<file path="src/rtl/core/uscd_pkg.sv">
// ----------------------------------------------------------------------------
// uscd_pkg
// Shared types, constants and lookup tables for the seconds-to-date pipeline.
// ----------------------------------------------------------------------------
package uscd_pkg;

   // pipeline depth, one register stage per entry
   localparam int unsigned STAGES = 6;

   localparam logic [11:0] YEAR_BASE    = 12'd1970;
   localparam logic [16:0] SECS_PER_DAY = 17'd86400;
   localparam logic [11:0] SECS_PER_HR  = 12'd3600;
   localparam logic [11:0] SECS_PER_MIN = 12'd60;
   localparam int unsigned YEAR_COUNT   = 137;
   // 2100 is the one century year in range that is not a leap year
   localparam logic [7:0]  NOLEAP_IDX   = 8'd130;
   localparam logic [1:0]  LEAP_PHASE   = 2'd2;

   // reciprocals for division by constants, exact over the input range
   // days = (secs >> 7) / 675
   localparam logic [25:0] RECIP_DAY  = 26'(((64'd1 << 35) + 64'd674) / 64'd675);
   localparam int unsigned SHIFT_DAY  = 35;
   // lower bound of the year index: days / 366
   localparam logic [16:0] RECIP_YEAR = 17'(((64'd1 << 25) + 64'd365) / 64'd366);
   // hour = (sod >> 4) / 225
   localparam logic [13:0] RECIP_HR   = 14'(((64'd1 << 21) + 64'd224) / 64'd225);
   // minute = (rem >> 2) / 15
   localparam logic [10:0] RECIP_MIN  = 11'(((64'd1 << 14) + 64'd14) / 64'd15);

   typedef struct packed {
      logic [STAGES-1:0] load;
      logic [STAGES-1:0] valid;
   } pipe_ctrl_type;

   localparam logic [15:0] JAN_FIRST [0:YEAR_COUNT-1] = '{
      16'd0,     16'd365,   16'd730,   16'd1096,  16'd1461,  16'd1826,  16'd2191,
      16'd2557,  16'd2922,  16'd3287,  16'd3652,  16'd4018,  16'd4383,  16'd4748,
      16'd5113,  16'd5479,  16'd5844,  16'd6209,  16'd6574,  16'd6940,  16'd7305,
      16'd7670,  16'd8035,  16'd8401,  16'd8766,  16'd9131,  16'd9496,  16'd9862,
      16'd10227, 16'd10592, 16'd10957, 16'd11323, 16'd11688, 16'd12053, 16'd12418,
      16'd12784, 16'd13149, 16'd13514, 16'd13879, 16'd14245, 16'd14610, 16'd14975,
      16'd15340, 16'd15706, 16'd16071, 16'd16436, 16'd16801, 16'd17167, 16'd17532,
      16'd17897, 16'd18262, 16'd18628, 16'd18993, 16'd19358, 16'd19723, 16'd20089,
      16'd20454, 16'd20819, 16'd21184, 16'd21550, 16'd21915, 16'd22280, 16'd22645,
      16'd23011, 16'd23376, 16'd23741, 16'd24106, 16'd24472, 16'd24837, 16'd25202,
      16'd25567, 16'd25933, 16'd26298, 16'd26663, 16'd27028, 16'd27394, 16'd27759,
      16'd28124, 16'd28489, 16'd28855, 16'd29220, 16'd29585, 16'd29950, 16'd30316,
      16'd30681, 16'd31046, 16'd31411, 16'd31777, 16'd32142, 16'd32507, 16'd32872,
      16'd33238, 16'd33603, 16'd33968, 16'd34333, 16'd34699, 16'd35064, 16'd35429,
      16'd35794, 16'd36160, 16'd36525, 16'd36890, 16'd37255, 16'd37621, 16'd37986,
      16'd38351, 16'd38716, 16'd39082, 16'd39447, 16'd39812, 16'd40177, 16'd40543,
      16'd40908, 16'd41273, 16'd41638, 16'd42004, 16'd42369, 16'd42734, 16'd43099,
      16'd43465, 16'd43830, 16'd44195, 16'd44560, 16'd44926, 16'd45291, 16'd45656,
      16'd46021, 16'd46387, 16'd46752, 16'd47117, 16'd47482, 16'd47847, 16'd48212,
      16'd48577, 16'd48942, 16'd49308, 16'd49673
   };

   localparam logic [8:0] MONTH_COMMON [0:11] = '{
      9'd0, 9'd31, 9'd59, 9'd90, 9'd120, 9'd151,
      9'd181, 9'd212, 9'd243, 9'd273, 9'd304, 9'd334
   };

   localparam logic [8:0] MONTH_LEAP [0:11] = '{
      9'd0, 9'd31, 9'd60, 9'd91, 9'd121, 9'd152,
      9'd182, 9'd213, 9'd244, 9'd274, 9'd305, 9'd335
   };

   // day number of january 1st; indexes past the table read as all ones
   function automatic logic [15:0] jan_first(input logic [7:0] idx);
      logic [15:0] res;
      if (idx < 8'(YEAR_COUNT)) begin
         res = JAN_FIRST[idx];
      end else begin
         res = '1;
      end
      return res;
   endfunction

   function automatic logic [8:0] month_start(input logic leap, input logic [3:0] idx);
      logic [8:0] res;
      if (idx > 4'd11) begin
         res = '1;
      end else if (leap) begin
         res = MONTH_LEAP[idx];
      end else begin
         res = MONTH_COMMON[idx];
      end
      return res;
   endfunction

endpackage

</file>
<file path="src/rtl/core/unix_seconds_to_calendar_date_unit.sv">
// ----------------------------------------------------------------------------
// unix_seconds_to_calendar_date_unit
// Converts a 32-bit count of seconds since 1970-01-01 00:00:00 into time of
// day and gregorian date through a six-stage pipeline.
// ----------------------------------------------------------------------------
//  channel   dir   handshake            payload
//  req_      in    req_valid/req_stall  req_unix_seconds[31:0]
//  rsp_      out   rsp_valid/rsp_stall  second, minute, hour, day_of_month,
//                                       month_number, year_number
//
//  a request passes through the six register stages, 0 to 5, and rsp_valid
//  rises when it reaches the output stage; one item can enter every cycle
//  while req_stall is low
//  reset clears only the stage valid bits, payload registers are not reset
//  a stalled result holds in the output stage; earlier stages keep filling
//  until every stage is full, then req_stall rises
// ----------------------------------------------------------------------------
module unix_seconds_to_calendar_date_unit (
   input  logic        clock,
   input  logic        reset,
   input  logic        req_valid,
   output logic        req_stall,
   input  logic [31:0] req_unix_seconds,
   output logic        rsp_valid,
   input  logic        rsp_stall,
   output logic [5:0]  rsp_second,
   output logic [5:0]  rsp_minute,
   output logic [4:0]  rsp_hour,
   output logic [4:0]  rsp_day_of_month,
   output logic [3:0]  rsp_month_number,
   output logic [11:0] rsp_year_number
);

   uscd_pkg::pipe_ctrl_type ctrl;

   uscd_pipe_ctrl u_ctrl (
      .clock     (clock),
      .reset     (reset),
      .in_valid  (req_valid),
      .out_stall (rsp_stall),
      .in_stall  (req_stall),
      .ctrl      (ctrl)
   );

   // stage 0: whole days
   logic [50:0] day_prod;
   logic [15:0] days0_ff;
   logic [16:0] secs0_ff;

   assign day_prod = 51'(req_unix_seconds[31:7]) * 51'(uscd_pkg::RECIP_DAY);

   always_ff @(posedge clock) begin
      if (ctrl.load[0]) begin
         days0_ff <= day_prod[uscd_pkg::SHIFT_DAY +: 16];
         secs0_ff <= req_unix_seconds[16:0];
      end
   end

   // stage 1: second of day and year index estimate
   logic [32:0] dsec_prod;
   logic [32:0] year_prod;
   logic [15:0] days1_ff;
   logic [16:0] sod1_ff;
   logic [7:0]  est1_ff;

   assign dsec_prod = 33'(days0_ff) * 33'(uscd_pkg::SECS_PER_DAY);
   assign year_prod = 33'(days0_ff) * 33'(uscd_pkg::RECIP_YEAR);

   always_ff @(posedge clock) begin
      if (ctrl.load[1]) begin
         days1_ff <= days0_ff;
         sod1_ff  <= secs0_ff - dsec_prod[16:0];
         est1_ff  <= year_prod[32:25];
      end
   end

   // stage 2: year index and day of year, hour
   // the estimate is the true index or one below it
   logic [15:0] jan_lo;
   logic [15:0] jan_hi;
   logic [16:0] diff_lo;
   logic [16:0] diff_hi;
   logic [26:0] hr_prod;
   logic [7:0]  yi2_in;
   logic [8:0]  doy2_in;
   logic [7:0]  yi2_ff;
   logic [8:0]  doy2_ff;
   logic [16:0] sod2_ff;
   logic [4:0]  hour2_ff;

   assign jan_lo  = uscd_pkg::jan_first(est1_ff);
   assign jan_hi  = uscd_pkg::jan_first(est1_ff + 8'd1);
   assign diff_lo = {1'b0, days1_ff} - {1'b0, jan_lo};
   assign diff_hi = {1'b0, days1_ff} - {1'b0, jan_hi};
   assign hr_prod = 27'(sod1_ff[16:4]) * 27'(uscd_pkg::RECIP_HR);

   always_comb begin
      if (!diff_hi[16]) begin
         yi2_in  = est1_ff + 8'd1;
         doy2_in = diff_hi[8:0];
      end else begin
         yi2_in  = est1_ff;
         doy2_in = diff_lo[8:0];
      end
   end

   always_ff @(posedge clock) begin
      if (ctrl.load[2]) begin
         yi2_ff   <= yi2_in;
         doy2_ff  <= doy2_in;
         sod2_ff  <= sod1_ff;
         hour2_ff <= hr_prod[25:21];
      end
   end

   // stage 3: leap flag, month index, seconds within the hour
   logic        leap3_in;
   logic [3:0]  mi3_in;
   logic [16:0] hsec_prod;
   logic [11:0] year3_ff;
   logic        leap3_ff;
   logic [3:0]  mi3_ff;
   logic [8:0]  doy3_ff;
   logic [11:0] rem3_ff;
   logic [4:0]  hour3_ff;

   // year 1970 + index is a multiple of four when index mod 4 is 2
   assign leap3_in  = (yi2_ff[1:0] == uscd_pkg::LEAP_PHASE) && (yi2_ff != uscd_pkg::NOLEAP_IDX);
   assign hsec_prod = 17'(hour2_ff) * 17'(uscd_pkg::SECS_PER_HR);

   always_comb begin
      mi3_in = 4'd0;
      for (int k = 1; k < 12; k++) begin
         if (uscd_pkg::month_start(leap3_in, 4'(k)) <= doy2_ff) begin
            mi3_in = mi3_in + 4'd1;
         end
      end
   end

   always_ff @(posedge clock) begin
      if (ctrl.load[3]) begin
         year3_ff <= uscd_pkg::YEAR_BASE + 12'(yi2_ff);
         leap3_ff <= leap3_in;
         mi3_ff   <= mi3_in;
         doy3_ff  <= doy2_ff;
         rem3_ff  <= 12'(sod2_ff - hsec_prod);
         hour3_ff <= hour2_ff;
      end
   end

   // stage 4: day of month, minute
   logic [8:0]  mstart;
   logic [8:0]  dom_full;
   logic [20:0] min_prod;
   logic [11:0] year4_ff;
   logic [3:0]  month4_ff;
   logic [4:0]  dom4_ff;
   logic [11:0] rem4_ff;
   logic [4:0]  hour4_ff;
   logic [5:0]  min4_ff;

   assign mstart   = uscd_pkg::month_start(leap3_ff, mi3_ff);
   assign dom_full = doy3_ff - mstart + 9'd1;
   assign min_prod = 21'(rem3_ff[11:2]) * 21'(uscd_pkg::RECIP_MIN);

   always_ff @(posedge clock) begin
      if (ctrl.load[4]) begin
         year4_ff  <= year3_ff;
         month4_ff <= mi3_ff + 4'd1;
         dom4_ff   <= dom_full[4:0];
         rem4_ff   <= rem3_ff;
         hour4_ff  <= hour3_ff;
         min4_ff   <= min_prod[19:14];
      end
   end

   // stage 5: second, output register
   logic [11:0] msec_prod;
   logic [11:0] sec_full;
   logic [5:0]  sec5_ff;
   logic [5:0]  min5_ff;
   logic [4:0]  hour5_ff;
   logic [4:0]  dom5_ff;
   logic [3:0]  month5_ff;
   logic [11:0] year5_ff;

   assign msec_prod = 12'(min4_ff) * uscd_pkg::SECS_PER_MIN;
   assign sec_full  = rem4_ff - msec_prod;

   always_ff @(posedge clock) begin
      if (ctrl.load[5]) begin
         sec5_ff   <= sec_full[5:0];
         min5_ff   <= min4_ff;
         hour5_ff  <= hour4_ff;
         dom5_ff   <= dom4_ff;
         month5_ff <= month4_ff;
         year5_ff  <= year4_ff;
      end
   end

   assign rsp_valid        = ctrl.valid[uscd_pkg::STAGES-1];
   assign rsp_second       = sec5_ff;
   assign rsp_minute       = min5_ff;
   assign rsp_hour         = hour5_ff;
   assign rsp_day_of_month = dom5_ff;
   assign rsp_month_number = month5_ff;
   assign rsp_year_number  = year5_ff;

   // time of day fields stay in range
   a_time_range: assert property (@(posedge clock) disable iff (reset)
      rsp_valid |-> (rsp_second < 6'd60) && (rsp_minute < 6'd60) && (rsp_hour < 5'd24))
      else $error("time of day out of range");

   // date fields stay in range
   a_date_range: assert property (@(posedge clock) disable iff (reset)
      rsp_valid |-> (rsp_month_number >= 4'd1) && (rsp_month_number <= 4'd12)
                    && (rsp_day_of_month != 5'd0) && (rsp_year_number >= 12'd1970)
                    && (rsp_year_number <= 12'd2106))
      else $error("date out of range");

   // the input is held off only when every stage is occupied
   a_stall_full: assert property (@(posedge clock) disable iff (reset)
      req_stall |-> (&ctrl.valid) && rsp_stall)
      else $error("input stalled with room in the pipeline");

endmodule

</file>
<file path="src/rtl/core/uscd_pipe_ctrl.sv">
// ----------------------------------------------------------------------------
// uscd_pipe_ctrl
// Valid bits and per-stage load enables; a stage takes new data when it is
// empty or its contents move on, so bubbles close up behind a stall.
// ----------------------------------------------------------------------------
module uscd_pipe_ctrl (
   input  logic                   clock,
   input  logic                   reset,
   input  logic                   in_valid,
   input  logic                   out_stall,
   output logic                   in_stall,
   output uscd_pkg::pipe_ctrl_type ctrl
);

   logic [uscd_pkg::STAGES-1:0] valid_ff;
   logic [uscd_pkg::STAGES-1:0] valid_in;
   logic [uscd_pkg::STAGES-1:0] ready;

   always_comb begin
      ready[uscd_pkg::STAGES-1] = !valid_ff[uscd_pkg::STAGES-1] || !out_stall;
      for (int i = int'(uscd_pkg::STAGES) - 2; i >= 0; i--) begin
         ready[i] = !valid_ff[i] || ready[i+1];
      end
   end

   always_comb begin
      for (int i = 0; i < int'(uscd_pkg::STAGES); i++) begin
         if (!ready[i]) begin
            valid_in[i] = valid_ff[i];
         end else if (i == 0) begin
            valid_in[i] = in_valid;
         end else begin
            valid_in[i] = valid_ff[i-1];
         end
      end
   end

   always_ff @(posedge clock) begin
      if (reset) begin
         valid_ff <= '0;
      end else begin
         valid_ff <= valid_in;
      end
   end

   assign in_stall   = !ready[0];
   assign ctrl.load  = ready;
   assign ctrl.valid = valid_ff;

endmodule

</file>
<file path="config.mk">
export PLATFORM = sky130hd
export DESIGN_NAME = unix_seconds_to_calendar_date_unit
export DESIGN_NICKNAME = d
export VERILOG_FILES = /design/src/rtl/core/uscd_pkg.sv /design/src/rtl/core/unix_seconds_to_calendar_date_unit.sv /design/src/rtl/core/uscd_pipe_ctrl.sv
export SDC_FILE = /design/constraint.sdc
export NUM_CORES = 2
export LEC_CHECK = 0
export BUFFER_PORTS_ARGS = -buffer_cell sky130_fd_sc_hd__buf_4
export CAP_MARGIN = 20
export CELL_PAD_IN_SITES_DETAIL_PLACEMENT = 1
export CELL_PAD_IN_SITES_GLOBAL_PLACEMENT = 2
export CORE_UTILIZATION = 44
export CTS_BUF_LIST = sky130_fd_sc_hd__clkbuf_4 sky130_fd_sc_hd__clkbuf_8
export CTS_CLUSTER_DIAMETER = 50
export DETAILED_ROUTE_END_ITERATION = 12
export MAX_ROUTING_LAYER = met4
export PLACE_DENSITY_LB_ADDON = 0.1
export SYNTH_ARGS = -nofsm -noshare
export SYNTH_HDL_FRONTEND = slang
export SYNTH_SLANG_ARGS = --single-unit
</file>
<file path="constraint.sdc">
create_clock -name clock -period 7.5 [get_ports clock]
set_clock_uncertainty 0.2 [all_clocks]
set_input_delay 0.375 -clock clock [delete_from_list [all_inputs] [get_ports clock]]
set_output_delay 0.375 -clock clock [all_outputs]
set_load 0.1 [all_outputs]
</file>
==> results.sh <==
export IMPL_antenna_found_initial=1
export IMPL_cts_sinks=229
export IMPL_drt_first_pass_iters=9
export IMPL_grtUsageTotal_pct=24.5
export IMPL_path_buf_inv=8
export IMPL_rsz0062_at_grt="true"
export IMPL_htree_num_levels=2
export IMPL_synth_cell_types=85
export IMPL_rr_startpoint="yi2_ff[7]"
export IMPL_hold_path_class="in -> reg"
export IMPL_finalNetCount=4302
export IMPL_wl_um=85800
export IMPL_hp_start="req_unix_seconds[11]"
export IMPL_synth_ff_type="edfxtp_1"
export IMPL_cp_common_cell="inv_1"
export IMPL_multi_input_area_um2=22500
export IMPL_netlist_area_um2=31700
export IMPL_cap_violations=0
export IMPL_status="complete, no violations"
export IMPL_synth_nets=4185
export IMPL_synth_edff_count=223
export IMPL_layout_drive_gt1_share_pct=8.18
export IMPL_place_gp_congestion=0.899
export IMPL_slowest_stage="fa_1"
export IMPL_fin_area_um2=34900
export IMPL_r2r_end="mi3_ff[2]"
export IMPL_die_area_um2=73200
export IMPL_area_growth_pct=9.99
export IMPL_slew_viol_final=0
export IMPL_synthCells=3165
export IMPL_regToRegSetupSlack_ns=0.49
export IMPL_start_kind="primary input"
export IMPL_worstMarginPinSlew_ns=0.877
export IMPL_cts_tree="built"
export IMPL_ff2ff_path_depth=35
export IMPL_grt_pass1_vias=25700
export IMPL_hold_depth=2
export IMPL_max_freq_mhz=142
export IMPL_final_common_cell="ha_1"
export IMPL_grt_overflow_total=0
export IMPL_path_delay_family="adder cells"
export IMPL_crit_type="in -> reg"
export IMPL_yosysWarnings=0
export IMPL_critPathArrivalTime_ns=7.19
export IMPL_ant_nets=0
export IMPL_relSlewSlack_pct=41.5
export IMPL_die_h_um=271
export IMPL_final_cells=4269
export IMPL_wl_per_cell_um=20.1
export IMPL_grt_max_degree=58
export IMPL_cp_end_kind="register"
export IMPL_drc_errors=0
export IMPL_fp_dieW_um=271
export IMPL_regArea_um2=6820
export IMPL_critPathRequiredTime_ns=7.64
export IMPL_dp_cells=4163
export IMPL_mostFrequentLayoutCells="ha_1 (669), inv_1 (575), fa_1 (315)"
export IMPL_avgSynthCellArea_um2=10.0
export IMPL_clkLatencyLatePin_ns=0.62
export IMPL_cp_max_fo=6
export IMPL_fin_crit_ns=7.04
export IMPL_io_pins=76
export IMPL_grt_first_pass_wirelength_um=138000
export IMPL_fillCellCount=7996
export IMPL_io_buffers=75
export IMPL_fin_tns_setup_ns=0
export IMPL_clockBufferDepth=3
export IMPL_start_util_pct=44.4
export IMPL_clk_pin_slew_ns=0.05
export IMPL_rows=98
export IMPL_hpwl_um=70800
export IMPL_drtIter0Drc=931
export IMPL_core_um2=71500
export IMPL_synth_seq_cells=229
export IMPL_ys_seq_area_share_pct=21.5
export IMPL_fin_crit_sh_pct=93.9
export IMPL_fin_ws_ns=0.456
export IMPL_cts_buffers=43
export IMPL_postPlaceCellArea_um2=33700
export IMPL_vias=23000
export IMPL_cpPeakStageDelay_ns=0.54
export IMPL_pre_cts_ws_ns=-0.0532
export IMPL_hold_viol=0
export IMPL_ys_async_sr_fraction_pct=0
export IMPL_vias_per_cell=5.39
export IMPL_cts_root_buffer="clkbuf_8"
export IMPL_setup_violations=0
export IMPL_min_to="secs0_ff[11]"
==> kinds of logic (layout without fill, tap and decap cells) <==
family                   after synthesis  count (layout)  synth area share [%]
other                                  0               5                     0
flip-flops                           229             229                  21.5
adder cells (fa/ha/maj)              985             985                  46.3
AND/OR/NAND/NOR                      501             501                  7.19
AO/OA/AOI/OAI                        602             602                  11.9
multiplexers                          19              19                 0.733
buffers and inverters                681             830                  8.11
XOR/XNOR                             148             148                  4.33
==> how the worst max path moves through the flow <==
stage | from | to | slack (ns) | cells past startpoint
after global routing | yi2_ff[7] | mi3_ff[2] | -0.05 | 35
after floorplan | req_unix_seconds[26] | days0_ff[10] | 0.83 | 25
after global placement | req_unix_seconds[26] | days0_ff[14] | 0.33 | 27
after detailed placement | yi2_ff[6] | mi3_ff[2] | -0.05 | 36
final | req_unix_seconds[12] | days0_ff[10] | 0.46 | 27
after CTS | yi2_ff[6] | mi3_ff[2] | 0.002 | 36
==> worst register-to-register path, delay by kind of cell (launching register included) <==
kind | cells | cell delay, ns
and+or+nand+nor | 7 | 0.84
adders and majority gates | 7 | 2.02
buffers and inverters | 1 | 0.07
xor gates and xnor gates | 5 | 0.65
muxes | 2 | 0.39
AOI/OAI and AO/OA | 13 | 2.12
DFF | 1 | 0.46
==> per-layer routing <==
layer	vias up	part of all wire [%]	GRT usage, %
met1	11600	42	28.5
met2	307	52	44.7
li1	11000	-	-
met4	0	3.0	7.43
met3	131	2.2	1.99
met5	-	0	-
==> Yosys cell counts (40+ instances only) <==
cell	number	area, µm²
ha_1	669	8370
inv_1	576	2160
fa_1	315	6310
edfxtp_1	223	6700
nand2_1	182	683
a21oi_1	175	876
o21ai_0	158	791
nor2_1	142	533
xnor2_1	101	885
clkbuf_1	74	278
nand3_1	42	210
xor2_1	40	350
==> area by class of cell <==
cell class | instances | share of cell area [%]
inverters | 583 | 6.27
multi-input cells | 2255 | 64.3
clock inverters | 27 | 0.792
flip-flops and latches | 229 | 19.5
well taps | 950 | 3.40
clock buffers | 50 | 1.85
repair buffers | 170 | 3.83
diodes | 5 | 0.0358
==> timing repair <==
action,4_1_cts,5_1_grt
setup endpoints to repair,2,4
setup buffers,0,5
hold buffers,19,0
pin swaps,0,2
gates resized for setup,1,9
endpoints found under the hold margin,22,0
cloned,0,0
==> flip-flops by register name (all words and copies together) (netlist names), 9 cells and up <==
name,flops
sod2_ff,12
year3_ff,12
days1_ff,16
sod1_ff,17
doy2_ff,9
days0_ff,16
rem3_ff,12
secs0_ff,17
year4_ff,12
rsp_year_number,12
==> through the flow <==
step | hold WS, ns | utilization (%)
floorplan | 0.200 | -
global placement | 0.201 | 47.2
detailed placement | 0.206 | 47.2
CTS | 0.00176 | 48.7
global route | 0.0173 | 48.8
finish | 0.0612 | 48.8
Power is left out: the tool's default activity adds up to more than one toggle a clock period on the data nets, which glitch-free logic cannot reach.
